**src/rtl/ysh_pkg.sv**
```systemverilog
// Shared types, constants and lookup tables for the YOLO split head decoder.
// Used by ysh_cfg, ysh_collect, ysh_core and yolo_split_head_decode_top.
package ysh_pkg;

	// Block configuration.
	localparam int NUM_CLASSES = 80;
	localparam int GRID_BITS   = 7;

	// Field widths.
	localparam int BYTE_W  = 8;
	localparam int CELL_W  = 7;
	localparam int LOGIT_W = 25;
	localparam int EDGE_W  = 18;
	localparam int CFG_IW  = 3;
	localparam int CFG_DW  = 25;

	// Configuration register indexes.
	localparam logic [CFG_IW-1:0] CFG_THRESHOLD = 3'd0;
	localparam logic [CFG_IW-1:0] CFG_ZP_A      = 3'd1;
	localparam logic [CFG_IW-1:0] CFG_ZP_B      = 3'd2;
	localparam logic [CFG_IW-1:0] CFG_ZP_C      = 3'd3;
	localparam logic [CFG_IW-1:0] CFG_STEP_A    = 3'd4;
	localparam logic [CFG_IW-1:0] CFG_STEP_B    = 3'd5;
	localparam logic [CFG_IW-1:0] CFG_STEP_C    = 3'd6;

	localparam logic [15:0] STEP_RESET = 16'd4096;

	// Highest valid scale and anchor index; larger codes fold onto it.
	localparam logic [1:0] INDEX_MAX = 2'd2;

	// Saturation limits of a box edge (signed Q13.4).
	localparam logic [EDGE_W-1:0] EDGE_MIN = 18'h20000;
	localparam logic [EDGE_W-1:0] EDGE_MAX = 18'h1FFFF;

	// Configuration registers as seen by the datapath.
	typedef struct packed {
		logic signed [LOGIT_W-1:0] thr;
		logic [2:0][7:0]           zp;
		logic [2:0][15:0]          st;
	} cfg_t;

	// One finished cell, captured on its last byte.
	typedef struct packed {
		logic [3:0][BYTE_W-1:0] box;
		logic [BYTE_W-1:0]      obj;
		logic [BYTE_W-1:0]      cls_v;
		logic [BYTE_W-1:0]      cls_i;
		logic [1:0]             sc;
		logic [1:0]             an;
		logic [CELL_W-1:0]      cx;
		logic [CELL_W-1:0]      cy;
	} cell_t;

	// Sigmoid in Q0.16 at |v| = k/2, k = 0..16.
	function automatic logic [15:0] sig_tab(input logic [4:0] k);
		logic [15:0] s;
		case (k)
			5'd0: s = 16'd32768;
			5'd1: s = 16'd40793;
			5'd2: s = 16'd47911;
			5'd3: s = 16'd53581;
			5'd4: s = 16'd57724;
			5'd5: s = 16'd60565;
			5'd6: s = 16'd62428;
			5'd7: s = 16'd63615;
			5'd8: s = 16'd64357;
			5'd9: s = 16'd64816;
			5'd10: s = 16'd65097;
			5'd11: s = 16'd65269;
			5'd12: s = 16'd65374;
			5'd13: s = 16'd65438;
			5'd14: s = 16'd65476;
			5'd15: s = 16'd65500;
			default: s = 16'd65514;
		endcase
		return s;
	endfunction

	// Anchor width gain per scale and anchor.
	function automatic logic [8:0] gain_w(input logic [1:0] sc, input logic [1:0] an);
		logic [8:0] g;
		case ({sc, an})
			4'b0000: g = 9'd10;
			4'b0001: g = 9'd16;
			4'b0010: g = 9'd33;
			4'b0100: g = 9'd30;
			4'b0101: g = 9'd62;
			4'b0110: g = 9'd59;
			4'b1000: g = 9'd116;
			4'b1001: g = 9'd156;
			4'b1010: g = 9'd373;
			default: g = 9'd0;
		endcase
		return g;
	endfunction

	// Anchor height gain per scale and anchor.
	function automatic logic [8:0] gain_h(input logic [1:0] sc, input logic [1:0] an);
		logic [8:0] g;
		case ({sc, an})
			4'b0000: g = 9'd13;
			4'b0001: g = 9'd30;
			4'b0010: g = 9'd23;
			4'b0100: g = 9'd61;
			4'b0101: g = 9'd45;
			4'b0110: g = 9'd119;
			4'b1000: g = 9'd90;
			4'b1001: g = 9'd198;
			4'b1010: g = 9'd326;
			default: g = 9'd0;
		endcase
		return g;
	endfunction

endpackage

```
**src/rtl/ysh_cfg.sv**
```systemverilog
// Configuration register file: threshold, zero points and steps per scale.
// Depends on ysh_pkg.
module ysh_cfg (
	input  logic                       clk,
	input  logic                       arst_n,
	input  logic                       wr_en,
	input  logic [ysh_pkg::CFG_IW-1:0] wr_index,
	input  logic [ysh_pkg::CFG_DW-1:0] wr_data,
	output ysh_pkg::cfg_t              cfg
);
	import ysh_pkg::*;

	cfg_t cfg_q;

	// Register writes; indexes outside the list are dropped.
	always_ff @(posedge clk or negedge arst_n) begin
		if (!arst_n) begin
			cfg_q.thr <= '0;
			cfg_q.zp  <= '0;
			cfg_q.st  <= {STEP_RESET, STEP_RESET, STEP_RESET};
		end else if (wr_en) begin
			case (wr_index)
				CFG_THRESHOLD: cfg_q.thr <= $signed(wr_data[LOGIT_W-1:0]);
				CFG_ZP_A: cfg_q.zp[0] <= wr_data[7:0];
				CFG_ZP_B: cfg_q.zp[1] <= wr_data[7:0];
				CFG_ZP_C: cfg_q.zp[2] <= wr_data[7:0];
				CFG_STEP_A: cfg_q.st[0] <= wr_data[15:0];
				CFG_STEP_B: cfg_q.st[1] <= wr_data[15:0];
				CFG_STEP_C: cfg_q.st[2] <= wr_data[15:0];
				default: ;
			endcase
		end
	end

	assign cfg = cfg_q;

endmodule

```
**src/rtl/ysh_collect.sv**
```systemverilog
// Byte collector: stores box and objectness bytes, tracks the best class and
// captures a finished cell for the arithmetic core. Depends on ysh_pkg.
module ysh_collect (
	input  logic                       clk,
	input  logic                       arst_n,
	input  logic                       accept,
	input  logic [1:0]                 scale_index,
	input  logic [1:0]                 anchor_index,
	input  logic [ysh_pkg::CELL_W-1:0] cell_x,
	input  logic [ysh_pkg::CELL_W-1:0] cell_y,
	input  logic [ysh_pkg::BYTE_W-1:0] layer_value,
	input  logic                       last_of_cell,
	output logic                       start,
	output ysh_pkg::cell_t             snap
);
	import ysh_pkg::*;

	localparam logic [CELL_W-1:0] GRID_MASK = CELL_W'((1 << GRID_BITS) - 1);

	logic [7:0]        pos_q;
	logic [BYTE_W-1:0] box_q [4];
	logic [BYTE_W-1:0] obj_q;
	logic [BYTE_W-1:0] best_v_q;
	logic [BYTE_W-1:0] best_i_q;
	logic              start_q;
	cell_t             snap_q;

	logic [7:0]        ci;
	logic              cand;
	logic [BYTE_W-1:0] nb_v;
	logic [BYTE_W-1:0] nb_i;

	// Best class candidate for this byte; the first maximum wins.
	always_comb begin
		ci   = pos_q - 8'd5;
		cand = (pos_q >= 8'd5) && ({1'b0, ci} < 9'(NUM_CLASSES)) &&
			((ci == 8'd0) || (layer_value > best_v_q));
		nb_v = cand ? layer_value : best_v_q;
		nb_i = cand ? ci : best_i_q;
	end

	// Position counter, best class and the start pulse.
	always_ff @(posedge clk or negedge arst_n) begin
		if (!arst_n) begin
			pos_q    <= '0;
			best_v_q <= '0;
			best_i_q <= '0;
			start_q  <= 1'b0;
		end else begin
			start_q <= accept && last_of_cell && (pos_q >= 8'd5);
			if (accept) begin
				if (!last_of_cell) begin
					if (pos_q != 8'd255) begin
						pos_q <= pos_q + 8'd1;
					end
					best_v_q <= nb_v;
					best_i_q <= nb_i;
				end else begin
					pos_q    <= '0;
					best_v_q <= '0;
					best_i_q <= '0;
				end
			end
		end
	end

	// Box and objectness bytes, and the captured cell.
	always_ff @(posedge clk) begin
		if (accept) begin
			if (pos_q < 8'd4) begin
				box_q[pos_q[1:0]] <= layer_value;
			end
			if (pos_q == 8'd4) begin
				obj_q <= layer_value;
			end
			if (last_of_cell && (pos_q >= 8'd5)) begin
				snap_q.box   <= {box_q[3], box_q[2], box_q[1], box_q[0]};
				snap_q.obj   <= obj_q;
				snap_q.cls_v <= nb_v;
				snap_q.cls_i <= nb_i;
				snap_q.sc    <= (scale_index > INDEX_MAX) ? INDEX_MAX : scale_index;
				snap_q.an    <= (anchor_index > INDEX_MAX) ? INDEX_MAX : anchor_index;
				snap_q.cx    <= cell_x & GRID_MASK;
				snap_q.cy    <= cell_y & GRID_MASK;
			end
		end
	end

	assign start = start_q;
	assign snap  = snap_q;

endmodule

```
**src/rtl/ysh_core.sv**
```systemverilog
// Cell arithmetic: dequantization, threshold, sigmoid, confidence and box
// edges on one shared multiplier under a small sequencer. Depends on ysh_pkg.
module ysh_core (
	input  logic                       clk,
	input  logic                       arst_n,
	input  logic                       start,
	input  ysh_pkg::cell_t             snap,
	input  ysh_pkg::cfg_t              cfg,
	output logic                       busy,
	input  logic                       out_stall,
	output logic                       out_valid,
	output logic [ysh_pkg::BYTE_W-1:0] class_index,
	output logic [15:0]                confidence,
	output logic [ysh_pkg::EDGE_W-1:0] box_top,
	output logic [ysh_pkg::EDGE_W-1:0] box_left,
	output logic [ysh_pkg::EDGE_W-1:0] box_bottom,
	output logic [ysh_pkg::EDGE_W-1:0] box_right
);
	import ysh_pkg::*;

	// Sequencer states.
	localparam logic [3:0] ST_IDLE = 4'd0;
	localparam logic [3:0] ST_DQ   = 4'd1;
	localparam logic [3:0] ST_THR  = 4'd2;
	localparam logic [3:0] ST_SGM  = 4'd3;
	localparam logic [3:0] ST_SGF  = 4'd4;
	localparam logic [3:0] ST_CONF = 4'd5;
	localparam logic [3:0] ST_SQW  = 4'd6;
	localparam logic [3:0] ST_GW   = 4'd7;
	localparam logic [3:0] ST_SQH  = 4'd8;
	localparam logic [3:0] ST_GH   = 4'd9;
	localparam logic [3:0] ST_CEN  = 4'd10;
	localparam logic [3:0] ST_EDGE = 4'd11;
	localparam logic [3:0] ST_PUT  = 4'd12;

	// Slots of the logit and sigmoid registers.
	localparam logic [2:0] VI_OBJ  = 3'd0;
	localparam logic [2:0] VI_CLS  = 3'd1;
	localparam logic [2:0] VI_BOX0 = 3'd2;
	localparam logic [2:0] VI_BOX1 = 3'd3;
	localparam logic [2:0] VI_BOX2 = 3'd4;
	localparam logic [2:0] VI_BOX3 = 3'd5;

	localparam logic [47:0] ROUND_HALF = 48'h000_0800_0000;

	logic [3:0] state_q;
	logic [2:0] k_q;
	logic [1:0] e_q;
	logic       out_valid_q;

	logic signed [LOGIT_W-1:0] lg_q [6];
	logic [15:0]               sg_q [6];
	logic [23:0]               pr_q;
	logic [3:0]                ti_q;
	logic                      neg_q;
	logic                      sat_q;
	logic [15:0]               conf_q;
	logic [31:0]               sq_q;
	logic [41:0]               hw_q;
	logic [41:0]               hh_q;
	logic [47:0]               cen_x_q;
	logic [47:0]               cen_y_q;
	logic [EDGE_W-1:0]         edge_q [4];

	logic [BYTE_W-1:0]         out_cls_q;
	logic [15:0]               out_conf_q;
	logic [EDGE_W-1:0]         out_edge_q [4];

	logic [7:0]                zp_sel;
	logic [15:0]               st_sel;
	logic [BYTE_W-1:0]         raw_k;
	logic signed [8:0]         dq_diff;
	logic signed [LOGIT_W-1:0] lg_k;
	logic [LOGIT_W-1:0]        mag;
	logic [12:0]               diff;
	logic [12:0]               step;
	logic [15:0]               smag;
	logic [15:0]               sg_new;
	logic signed [32:0]        mul_a;
	logic signed [16:0]        mul_b;
	logic signed [49:0]        mul_p;
	logic [25:0]               px;
	logic [25:0]               py;
	logic [4:0]                shamt;
	logic [47:0]               h_e;
	logic [47:0]               t_e;
	logic [EDGE_W-1:0]         edge_new;
	logic                      pass;
	logic                      out_free;

	// Per-scale dequantization parameters and the byte for the current slot.
	always_comb begin
		zp_sel = cfg.zp[snap.sc];
		st_sel = cfg.st[snap.sc];
		case (k_q)
			VI_OBJ: raw_k = snap.obj;
			VI_CLS: raw_k = snap.cls_v;
			VI_BOX0: raw_k = snap.box[0];
			VI_BOX1: raw_k = snap.box[1];
			VI_BOX2: raw_k = snap.box[2];
			VI_BOX3: raw_k = snap.box[3];
			default: raw_k = snap.obj;
		endcase
		dq_diff = $signed({1'b0, raw_k}) - $signed({1'b0, zp_sel});
	end

	// Sigmoid lookup: magnitude, segment, slope, and the finished value.
	always_comb begin
		lg_k   = lg_q[k_q];
		mag    = lg_k[LOGIT_W-1] ? LOGIT_W'(-lg_k) : LOGIT_W'(lg_k);
		diff   = 13'(sig_tab({1'b0, mag[14:11]} + 5'd1) - sig_tab({1'b0, mag[14:11]}));
		step   = 13'((25'(pr_q) + 25'd1024) >> 11);
		smag   = sat_q ? sig_tab(5'd16) : 16'(17'(sig_tab({1'b0, ti_q})) + 17'(step));
		sg_new = neg_q ? 16'(17'h10000 - 17'(smag)) : smag;
	end

	// Operand selection for the shared multiplier.
	always_comb begin
		mul_a = '0;
		mul_b = '0;
		case (state_q)
			ST_DQ: begin
				mul_a = {{24{dq_diff[8]}}, dq_diff};
				mul_b = {1'b0, st_sel};
			end
			ST_SGM: begin
				mul_a = {20'b0, diff};
				mul_b = {6'b0, mag[10:0]};
			end
			ST_CONF: begin
				mul_a = {17'b0, sg_q[VI_CLS]};
				mul_b = {1'b0, sg_q[VI_OBJ]};
			end
			ST_SQW: begin
				mul_a = {17'b0, sg_q[VI_BOX2]};
				mul_b = {1'b0, sg_q[VI_BOX2]};
			end
			ST_GW: begin
				mul_a = {1'b0, sq_q};
				mul_b = {7'b0, gain_w(snap.sc, snap.an), 1'b0};
			end
			ST_SQH: begin
				mul_a = {17'b0, sg_q[VI_BOX3]};
				mul_b = {1'b0, sg_q[VI_BOX3]};
			end
			ST_GH: begin
				mul_a = {1'b0, sq_q};
				mul_b = {7'b0, gain_h(snap.sc, snap.an), 1'b0};
			end
			default: ;
		endcase
	end

	assign mul_p = mul_a * mul_b;

	// Box centers in grid cells (Q.16 before the stride shift).
	always_comb begin
		px    = 26'({snap.cx, 16'b0}) + 26'({sg_q[VI_BOX0], 1'b0}) - 26'd32768;
		py    = 26'({snap.cy, 16'b0}) + 26'({sg_q[VI_BOX1], 1'b0}) - 26'd32768;
		shamt = 5'd19 + 5'(snap.sc);
	end

	// One edge per cycle: center minus or plus half size, rounded, saturated.
	always_comb begin
		h_e = {6'b0, (e_q[0] ? hw_q : hh_q)};
		t_e = e_q[1] ? ((e_q[0] ? cen_x_q : cen_y_q) + h_e)
			: ((e_q[0] ? cen_x_q : cen_y_q) - h_e);
		if ((t_e[47:45] == 3'b000) || (t_e[47:45] == 3'b111)) begin
			edge_new = t_e[45:28];
		end else begin
			edge_new = t_e[47] ? EDGE_MIN : EDGE_MAX;
		end
	end

	assign pass     = (lg_q[VI_OBJ] >= cfg.thr) && (lg_q[VI_CLS] >= cfg.thr);
	assign out_free = !out_valid_q || !out_stall;

	// Sequencer and the output register's valid flag.
	always_ff @(posedge clk or negedge arst_n) begin
		if (!arst_n) begin
			state_q     <= ST_IDLE;
			k_q         <= '0;
			e_q         <= '0;
			out_valid_q <= 1'b0;
		end else begin
			if ((state_q == ST_PUT) && out_free) begin
				out_valid_q <= 1'b1;
			end else if (!out_stall) begin
				out_valid_q <= 1'b0;
			end
			case (state_q)
				ST_IDLE: begin
					k_q <= VI_OBJ;
					if (start) begin
						state_q <= ST_DQ;
					end
				end
				ST_DQ: begin
					if (k_q == VI_BOX3) begin
						k_q     <= VI_OBJ;
						state_q <= ST_THR;
					end else begin
						k_q <= k_q + 3'd1;
					end
				end
				ST_THR: state_q <= pass ? ST_SGM : ST_IDLE;
				ST_SGM: state_q <= ST_SGF;
				ST_SGF: begin
					if (k_q == VI_BOX3) begin
						state_q <= ST_CONF;
					end else begin
						k_q     <= k_q + 3'd1;
						state_q <= ST_SGM;
					end
				end
				ST_CONF: state_q <= ST_SQW;
				ST_SQW: state_q <= ST_GW;
				ST_GW: state_q <= ST_SQH;
				ST_SQH: state_q <= ST_GH;
				ST_GH: state_q <= ST_CEN;
				ST_CEN: begin
					e_q     <= '0;
					state_q <= ST_EDGE;
				end
				ST_EDGE: begin
					e_q <= e_q + 2'd1;
					if (e_q == 2'd3) begin
						state_q <= ST_PUT;
					end
				end
				ST_PUT: begin
					if (out_free) begin
						state_q <= ST_IDLE;
					end
				end
				default: state_q <= ST_IDLE;
			endcase
		end
	end

	// Datapath registers, loaded by the state that owns them.
	always_ff @(posedge clk) begin
		case (state_q)
			ST_DQ: lg_q[k_q] <= mul_p[LOGIT_W-1:0];
			ST_SGM: begin
				pr_q  <= mul_p[23:0];
				ti_q  <= mag[14:11];
				neg_q <= lg_k[LOGIT_W-1];
				sat_q <= |mag[LOGIT_W-1:15];
			end
			ST_SGF: sg_q[k_q] <= sg_new;
			ST_CONF: conf_q <= 16'((mul_p[32:0] + 33'd32768) >> 16);
			ST_SQW: sq_q <= mul_p[31:0];
			ST_GW: hw_q <= mul_p[41:0];
			ST_SQH: sq_q <= mul_p[31:0];
			ST_GH: hh_q <= mul_p[41:0];
			ST_CEN: begin
				cen_x_q <= ({{22{px[25]}}, px} << shamt) + ROUND_HALF;
				cen_y_q <= ({{22{py[25]}}, py} << shamt) + ROUND_HALF;
			end
			ST_EDGE: edge_q[e_q] <= edge_new;
			ST_PUT: begin
				if (out_free) begin
					out_cls_q     <= snap.cls_i;
					out_conf_q    <= conf_q;
					out_edge_q[0] <= edge_q[0];
					out_edge_q[1] <= edge_q[1];
					out_edge_q[2] <= edge_q[2];
					out_edge_q[3] <= edge_q[3];
				end
			end
			default: ;
		endcase
	end

	assign busy        = (state_q != ST_IDLE);
	assign out_valid   = out_valid_q;
	assign class_index = out_cls_q;
	assign confidence  = out_conf_q;
	assign box_top     = out_edge_q[0];
	assign box_left    = out_edge_q[1];
	assign box_bottom  = out_edge_q[2];
	assign box_right   = out_edge_q[3];

endmodule

```
**src/rtl/yolo_split_head_decode_top.sv**
```systemverilog
// Top level of the YOLO split head decoder: config registers, byte collector
// and the shared-multiplier cell core. Depends on ysh_pkg, ysh_cfg,
// ysh_collect and ysh_core.
//
//  Channel  Handshake            Payload
//  in       in_valid / in_stall  scale_index anchor_index cell_x cell_y
//                                layer_value last_of_cell
//  out      out_valid/out_stall  class_index confidence box_top box_left
//                                box_bottom box_right
//  cfg      cfg_valid/cfg_ready  cfg_index cfg_data
//
// After the last byte of a cell with a class byte, in_stall stays high while
// the shared multiplier runs: up to the threshold test when the cell falls
// below threshold, on through the box edges when it yields a detection, plus
// any wait of the output register on out_stall. Short cells cost nothing extra.
// The result sits in an output register, so bytes of the next cell are taken
// while it waits. Reset clears the byte position, best class, sequencer and
// output valid, and resets the config registers; cfg_ready is always high.
module yolo_split_head_decode_top (
	input  logic                       clk,
	input  logic                       arst_n,
	input  logic                       in_valid,
	output logic                       in_stall,
	input  logic [1:0]                 scale_index,
	input  logic [1:0]                 anchor_index,
	input  logic [ysh_pkg::CELL_W-1:0] cell_x,
	input  logic [ysh_pkg::CELL_W-1:0] cell_y,
	input  logic [ysh_pkg::BYTE_W-1:0] layer_value,
	input  logic                       last_of_cell,
	output logic                       out_valid,
	input  logic                       out_stall,
	output logic [ysh_pkg::BYTE_W-1:0] class_index,
	output logic [15:0]                confidence,
	output logic [ysh_pkg::EDGE_W-1:0] box_top,
	output logic [ysh_pkg::EDGE_W-1:0] box_left,
	output logic [ysh_pkg::EDGE_W-1:0] box_bottom,
	output logic [ysh_pkg::EDGE_W-1:0] box_right,
	input  logic                       cfg_valid,
	output logic                       cfg_ready,
	input  logic [ysh_pkg::CFG_IW-1:0] cfg_index,
	input  logic [ysh_pkg::CFG_DW-1:0] cfg_data
);
	import ysh_pkg::*;

	cfg_t  cfg;
	cell_t snap;
	logic  start;
	logic  busy;
	logic  in_accept;

	// Bytes are held off while a captured cell waits for or runs in the core.
	assign in_stall  = start || busy;
	assign in_accept = in_valid && !in_stall;
	assign cfg_ready = 1'b1;

	ysh_cfg u_cfg (
		.clk      (clk),
		.arst_n   (arst_n),
		.wr_en    (cfg_valid && cfg_ready),
		.wr_index (cfg_index),
		.wr_data  (cfg_data),
		.cfg      (cfg)
	);

	ysh_collect u_collect (
		.clk          (clk),
		.arst_n       (arst_n),
		.accept       (in_accept),
		.scale_index  (scale_index),
		.anchor_index (anchor_index),
		.cell_x       (cell_x),
		.cell_y       (cell_y),
		.layer_value  (layer_value),
		.last_of_cell (last_of_cell),
		.start        (start),
		.snap         (snap)
	);

	ysh_core u_core (
		.clk         (clk),
		.arst_n      (arst_n),
		.start       (start),
		.snap        (snap),
		.cfg         (cfg),
		.busy        (busy),
		.out_stall   (out_stall),
		.out_valid   (out_valid),
		.class_index (class_index),
		.confidence  (confidence),
		.box_top     (box_top),
		.box_left    (box_left),
		.box_bottom  (box_bottom),
		.box_right   (box_right)
	);

endmodule

```
**config.mk**
```make
export PLATFORM = sky130hd
export DESIGN_NAME = yolo_split_head_decode_top
export DESIGN_NICKNAME = d
export VERILOG_FILES = /design/src/rtl/ysh_pkg.sv /design/src/rtl/ysh_cfg.sv /design/src/rtl/ysh_collect.sv /design/src/rtl/ysh_core.sv /design/src/rtl/yolo_split_head_decode_top.sv
export SDC_FILE = /design/constraint.sdc
export NUM_CORES = 2
export LEC_CHECK = 0
export BUFFER_PORTS_ARGS = -buffer_cell sky130_fd_sc_hd__buf_2
export CAP_MARGIN = 5
export CORE_ASPECT_RATIO = 1.25
export CORE_MARGIN = 1
export CORE_UTILIZATION = 36
export CTS_BUF_LIST = sky130_fd_sc_hd__clkbuf_16
export DETAILED_ROUTE_END_ITERATION = 10
export SETUP_SLACK_MARGIN = 0.15
export SYNTH_ARGS = -nofsm -noshare
export SYNTH_HDL_FRONTEND = slang
export SYNTH_SLANG_ARGS = --single-unit
export TNS_END_PERCENT = 50
```
**constraint.sdc**
```tcl
create_clock -name clk -period 39.1 [get_ports clk]
set_input_delay 7.82 -clock clk [delete_from_list [all_inputs] [get_ports clk]]
set_output_delay 7.82 -clock clk [all_outputs]
set_load 0.05 [all_outputs]
```
# After elaboration in Yosys (flattened, before gate mapping)

Memories as Yosys holds them, arrays and structs flattened. A register that Yosys moved wholly into a read port is not among the register bits.
Index checks and enable logic that the tools add are counted.
W data, S select, Z words.

Add/sub/neg operators: 21
$mul: 1
Magnitude comparators: 9
Equal/unequal tests: 33
Shift-type cells: 2
Multiplexer cells: 48
Reductions and logical operators: 39

Operators with widths:

| kind                     | count |
|---|---|
| $pmux W33 S6             | 1 |
| $pmux W16 S7             | 1 |
| $add A48 B28 Y48 const B | 2 |
| $mux W48                 | 2 |
| $shl A48 B5 Y48          | 2 |
| $mux W8                  | 7 |
| $pmux W4 S13             | 1 |
| $sub A26 B16 Y26 const B | 2 |
| $ge A25 B25 Y1           | 2 |
| $add A23 B17 Y24         | 2 |
| $add A48 B42 Y48         | 1 |
| $mux W16                 | 3 |
| $sub A48 B42 Y48         | 1 |
| $mul A33 B17 Y42         | 1 |
| $mux W42                 | 1 |
| $pmux W8 S5              | 1 |
| $mux W18                 | 2 |
| $add A32 B16 Y32 const B | 1 |
| $bmux W16 S2             | 1 |
| $mux W25                 | 1 |
| $neg A25 Y25             | 1 |
| $add A24 B11 Y24 const B | 1 |
| $reduce_and A2 Y1        | 12 |
| $eq A4 B4 Y1 const B     | 5 |
| other kinds (47)         | 99 |

Bits in registers: 464
Memory bits (writable): 422
ROM bits: 1008
Input port bits: 60
Word-level logic and storage cells: 198
Memories kept: 10

Memory list:

| memory           | depth | width | read ports | clocked after Yosys merged registers in | write ports | line           | source |
|---|---|---|---|---|---|---|---|
| (name not given) | 16    | 15    | 1          | 0                                       | 0           | ysh_pkg.sv:57  | `case (k)` |
| (name not given) | 16    | 15    | 1          | 0                                       | 0           | ysh_pkg.sv:57  |  |
| (name not given) | 16    | 15    | 1          | 1                                       | 0           | ysh_pkg.sv:57  |  |
| u_core.lg_q      | 6     | 25    | 3          | 0                                       | 1           | ysh_core.sv:51 | `logic signed [LOGIT_W-1:0] lg_q [6];` |
| (name not given) | 16    | 9     | 1          | 0                                       | 0           | ysh_pkg.sv:82  | `case ({sc, an})` |
| (name not given) | 16    | 9     | 1          | 0                                       | 0           | ysh_pkg.sv:100 | `case ({sc, an})` |
| +4 memories      | n/a   | n/a   | n/a        | n/a                                     | n/a         | n/a            |  |

# Logic depth before layout (Yosys ltp)

An unclocked memory read counts as a cell.

Depth after elaboration: 10
Mapped depth: 54
Mapped depth without buffers: 50

# By module

A second synthesis with hierarchy kept.

Cells, all modules: 5264
Area, all modules: 59497.1 µm²

By module, submodules not included:

| module                     | instances | cells each | area each (µm²) |
|---|---|---|---|
| ysh_core                   | 1         | 4719       | 50417.1 |
| ysh_collect                | 1         | 328        | 5363.9 |
| ysh_cfg                    | 1         | 213        | 3691.0 |
| yolo_split_head_decode_top | 1         | 4          | 25.0 |

# Least setup slack after synthesis

OpenSTA, ideal clock, no wires.

Path kind: input-to-reg
From: in in_valid
To: reg u_collect.snap_q, in the netlist u_collect.snap[0], enable pin
Setup time: 617 ps
Data arrival time: 13774 ps
Data required time: 38483 ps
Setup slack: 24709 ps
Stages: 4
Cells stage by stage: nand2_1 > clkbuf_1 > buf_1 > a211oi_1

Longest elaborated chain between the ends: 2

Ends and longest elaborated chain:

| what                               | line                             | source |
|---|---|---|
| start, declared                    | yolo_split_head_decode_top.sv:22 | `input logic in_valid,` |
| $logic_and A1 B1 Y1                | yolo_split_head_decode_top.sv:53 | `assign in_accept = in_valid && !in_stall;` |
| $reduce_and A2 Y1 (no source line) | n/a                              |  |
| end, declared                      | ysh_collect.sv:26                | `cell_t snap_q;` |

No other way between the ends.
A chain may end at the register's enable or synchronous reset.

# Final worst setup path

From: reg u_core.k_q[0]
To: reg u_core.conf_q[15] (data pin)

Longest elaborated chain between the ends: 10
Elaborated cells between the ends (all ways): 19
Classes of those cells: 5 x add/sub; 1 x mul; 5 x eq/ne; 5 x mux; 3 x memory

Ends and longest elaborated chain:

| what                       | line            | source |
|---|---|---|
| start, declared            | ysh_core.sv:47  | `logic [2:0] k_q;` |
| start signal, assigned     | ysh_core.sv:203 | `k_q <= k_q + 3'd1;` |
| start signal, assigned     | ysh_core.sv:212 | `k_q <= k_q + 3'd1;` |
| $mem_v2 Z6 W25 (*)         | n/a             |  |
| $neg A25 Y25               | ysh_core.sv:110 | `mag = lg_k[LOGIT_W-1] ? LOGIT_W'(-lg_k) : LOGIT_W'(lg_k);` |
| $mux W25 (*)               | ysh_core.sv:110 |  |
| named net u_core.mag[12]   | ysh_core.sv:74  | `logic [LOGIT_W-1:0] mag;` |
| $add A4 B1 Y5              | ysh_core.sv:111 | `diff = 13'(sig_tab({1'b0, mag[14:11]} + 5'd1) - sig_tab({1'b0, mag[14:11]}));` |
| $mem_v2 Z16 W15            | n/a             |  |
| $mux W13                   | ysh_pkg.sv:57   |  |
| $sub A13 B13 Y13 (*)       | ysh_core.sv:111 |  |
| $pmux W33 S6 (*)           | ysh_core.sv:121 | `case (state_q)` |
| $mul A33 B17 Y42 (*)       | ysh_core.sv:154 | `assign mul_p = mul_a * mul_b;` |
| named net u_core.mul_p[21] | ysh_core.sv:81  | `logic signed [49:0] mul_p;` |
| $add A32 B16 Y32 (*)       | ysh_core.sv:252 | `ST_CONF: conf_q <= 16'((mul_p[32:0] + 33'd32768) >> 16);` |
| end signal, assigned       | ysh_core.sv:252 |  |
| end, declared              | ysh_core.sv:57  | `logic [15:0] conf_q;` |

The timed path passes the listed nets; every way through them passes the cells marked *.

==> impl_summary.txt <==
----------------------------------------------------
[Synthesis]
  Combinational family with the most area after synthesis ... adder cells
  Flip-flop and latch count after synthesis ... 889
  Simple-gate share of the synthesized area ... 12.0%
  Most numerous cell types in the synthesized netlist ... sky130_fd_sc_hd__edfxtp_1 (742), sky130_fd_sc_hd__nand2_1 (629), sky130_fd_sc_hd__inv_1 (621), sky130_fd_sc_hd__fa_1 (439), sky130_fd_sc_hd__nor2_1 (298)
  Cells after synthesis ... 5353
  Yosys cell types ... 100
  Avg Synthesized Cell Area ... 11.2 µm²
  Dominant cells by area after synthesis ... sky130_fd_sc_hd__edfxtp_1 (37%), sky130_fd_sc_hd__fa_1 (15%), sky130_fd_sc_hd__ha_1 (5.5%)
  FFs w/ async S/R, synth ... 14.8%
  Area share of fa/ha/maj cells after synthesis ... 20.2%
  Synth top area share ... 37.3%
  Synthesized-area fraction occupied by xor and xnor cells ... 3.52%
  Net count after synthesis ... 6115
  Number of flops mapped to enable cells by yosys ... 742
  Yosys warning total ... 0
  Most common cell in the synthesized netlist ... sky130_fd_sc_hd__edfxtp_1
  Mapped cell area ... 59700 µm²
  Dominant cell type by area after synthesis ... sky130_fd_sc_hd__edfxtp_1
  Predominant post-synthesis flop cell ... sky130_fd_sc_hd__edfxtp_1
  Portion of the post-synthesis area used by sequential elements ... 43.4%
  Compound-cell area share of the yosys netlist ... 9.21%
  Mux share of post-synthesis cell area ... 6.11%

[CTS]
  Postcts setup bufs ... 0
  H-tree Lvls ... 3
  Buffer type at the clock tree root ... sky130_fd_sc_hd__clkbuf_16
  Clock Pin Slew Worst Setup and Hold Paths ... 0.06 ns
  Sink count of the clock tree ... 889
  Clock tree from TritonCTS ... yes
  Count of hold-fix buffers inserted at cts ... 0
  Number of buffers created by CTS ... 96
  Bufs on Longest Clock Path ... 3
  Number of instances resized during post-cts repair ... 0
  Clock latency at the later pin of the worst-skew pair ... 0.73 ns

[Placement]
  Number of buffers added on ports ... 157
  Weighted congestion reported at the end of routability-driven placement ... 0.932
  Post-detailed-placement cell area ... 63200 µm²
  Setup slack after placement ... 24.19 ns
  Dpl hpwl ... 128 mm

[Routing]
  Mean routed wirelength per cell ... 22.5 µm
  Initial drt markers ... 3179
  DR vias/cell ... 5.33
  Antenna-violating nets left ... 0
  Via total after detailed routing ... 41200
  Total Routed Length ... 174 mm
  First-pass detailed-route iteration total ... 6
  DRC violation count after routing ... 0

[Timing]
  Worst Clk Skew ... 0.0503 ns
  Number of pins with negative max-slew slack in the final report ... 0
  Share of the clock period used by the worst path after layout ... 38.8%
  Max Clk Rate ... 65.9 MHz
  Final Hold Viols ... 0
  RSZ-0062 raised after global routing ... false
  Final Critical Period ... 15.17 ns
  Sum Neg Setup Slack ... 0 ns
  Final setup violation count ... 0
  Slew of the pin with the lowest slew margin ... 1.35 ns
  Max-slew headroom ... 9.37%
  Smallest setup slack after layout ... 23.93 ns
  Minimum hold slack ... 0.404 ns

[Global route]
  Pin count of the biggest net entering global routing ... 75
  Vias in the first global route ... 41900
  First-pass GRT wire length ... 261 mm
  Initial antenna violation count ... 6
  GR Util All Layers ... 20.5%
  Remaining Overflow, GRT ... 0

[Run]
  Max-Cap Viols ... 0

[Critical path]
  Sort of element at the start of the critical path ... flop
  Capturing element type of the critical path ... flop
  Largest stage delay on the critical path ... 0.99 ns
  Slowest-stage cell, CP ... sky130_fd_sc_hd__dfrtp_2
  Critical Path RT ... 39.53 ns
  Critical path class ... flop to flop
  Endpoint arrival time on the critical path ... 15.60 ns
  Crit-path max FO ... 37
  Most common cell on crit path ... sky130_fd_sc_hd__fa_1

[Cells and area]
  Final-layout fill cell count ... 15700
  Combined flip-flop and latch cell area ... 25900 µm²
  Fraction of final layout cells with drive strength greater than 1 ... 11.9%
  Layout overhead on the synthesized area ... 11.4%
  Antenna cells ... 0
  Area occupied by multi-input gates ... 30700 µm²
  Final standard cell area without fillers ... 66500 µm²
  Nets@finish ... 6222

[Die]
  Number of rows in the core area ... 166
  Effective utilization at floorplan ... 36.4%
  Die X ... 366 µm
  Standard cell core area ... 164000 µm²
  Top-level I/O count ... 159
  Die area ... 167000 µm²
  Height of the chip ... 457 µm

[Outcome]
  Result of the run ... finished clean

[Worst hold path]
  Path class of the lowest-slack min-delay path ... flop to flop

----------------------------------------------------
metrics by stage:
stage                     util [%]  instances
after floorplan                  -       5353
after global placement        38.5       7546
after detailed placement      38.5       7546
after CTS                     40.5       7725
after global routing          40.5       7725
final                         40.5       7725
state kept, by name, indices dropped and copies added, names as in the netlist, 4 cells and up, named ones only:
register            cells
u_core.edge_q          72
u_core.cen_x_q         31
u_core.confidence      16
u_core.pr_q            14
u_core.hw_q            42
u_collect.snap         74
u_collect.best_i_q      8
u_core.out_edge_q      72
u_core.conf_q          16
u_core.class_index      8
u_core.hh_q            42
u_collect.best_v_q      8
u_core.cen_y_q         31
u_core.lg_q           150
u_core.state_q          4
u_core.sg_q            96
u_cfg.cfg              97
u_collect.pos_q         8
u_core.sq_q            32
u_core.ti_q             4
u_collect.obj_q         8
u_collect.box_q        32
layout by cell type (no fill, tap or decap), types with 16 or more instances in the layout:
cell type                   Yosys  layout
sky130_fd_sc_hd__edfxtp_1     742     742
sky130_fd_sc_hd__inv_1        621     632
sky130_fd_sc_hd__nand2_1      629     628
sky130_fd_sc_hd__fa_1         439     439
sky130_fd_sc_hd__nor2_1       298     290
sky130_fd_sc_hd__ha_1         263     262
sky130_fd_sc_hd__o21ai_0      207     204
sky130_fd_sc_hd__a21oi_1      204     201
sky130_fd_sc_hd__buf_2         19     156
sky130_fd_sc_hd__xnor2_1      161     152
sky130_fd_sc_hd__mux2_2       145     145
sky130_fd_sc_hd__dfrtp_1      129     127
sky130_fd_sc_hd__and2_1       113     113
sky130_fd_sc_hd__mux2i_1      108     108
sky130_fd_sc_hd__clkbuf_16      0      97
sky130_fd_sc_hd__buf_4          4      90
sky130_fd_sc_hd__nand3_1       85      85
sky130_fd_sc_hd__nor2b_1       85      84
sky130_fd_sc_hd__xor2_1        77      75
sky130_fd_sc_hd__nor3_1        72      68
sky130_fd_sc_hd__nand2b_1      51      51
sky130_fd_sc_hd__a21o_1        51      51
sky130_fd_sc_hd__mux4_2        40      40
sky130_fd_sc_hd__o21a_1        38      38
sky130_fd_sc_hd__and3_1        37      37
sky130_fd_sc_hd__nand4_1       35      35
sky130_fd_sc_hd__a211oi_1      33      32
sky130_fd_sc_hd__o211ai_1      30      30
sky130_fd_sc_hd__a22o_1        26      26
sky130_fd_sc_hd__a22oi_1       25      25
sky130_fd_sc_hd__a31oi_1       24      24
sky130_fd_sc_hd__nor4_1        24      23
sky130_fd_sc_hd__clkinv_1       2      21
sky130_fd_sc_hd__or3_1         21      21
sky130_fd_sc_hd__o22ai_1       18      18
sky130_fd_sc_hd__a222oi_1      16      16
worst max-delay path, delay by kind of cell (launching register included):
family          cells  cell delay (ns)
buf+inv             6             0.79
compound gates     18             4.83
mux                 2             0.91
fa+ha+maj          10             4.60
simple gates        6             1.74
flops               1             0.99
xor+xnor            3             0.98
cell type report:
class,instances,area share [%]
sequential,889,38.9
inverter,626,3.53
clock inverter,82,1.38
timing repair buffer,247,2.21
clock buffer,97,3.65
tap,2184,4.11
multi-input combinational,3600,46.2
path summary, 6_finish.rpt:
kind / start / end / slack (ns) / cells past startpoint
setup reg to reg: u_core.k_q[0] / u_core.conf_q[15] / 23.93 / 45
setup / recovery: u_core.k_q[0] / u_core.conf_q[15] / 23.93 / 45
hold reg to reg: u_core.edge_q[0][3] / u_core.out_edge_q[0][3] / 0.40 / 0
max in group asynchronous: arst_n / u_core.e_q[0] / 30.47 / 2
min in group asynchronous: arst_n / u_cfg.cfg[86] / 7.09 / 1
hold / removal: u_core.edge_q[0][3] / u_core.out_edge_q[0][3] / 0.40 / 0
cells by family after synthesis:
| group | after synthesis |
|---|---|
| AO/OA/AOI/OAI | 838 |
| multiplexers | 296 |
| buffers and inverters | 864 |
| adder cells (fa/ha/maj) | 702 |
| XOR/XNOR | 239 |
| flip-flops | 889 |
| AND/OR/NAND/NOR | 1524 |
| other | 1 |
layer usage:
layer	vias to the layer above	wire, µm	global-route usage [%]
li1	18700	-	-
met2	1304	87400	36.3
met1	20800	69200	24.8
met5	-	22	0
met4	4	8370	9.02
met3	377	8620	2.82
Power is left out: the tool's default activity adds up to more than one toggle a clock period on the data nets, which glitch-free logic cannot reach.
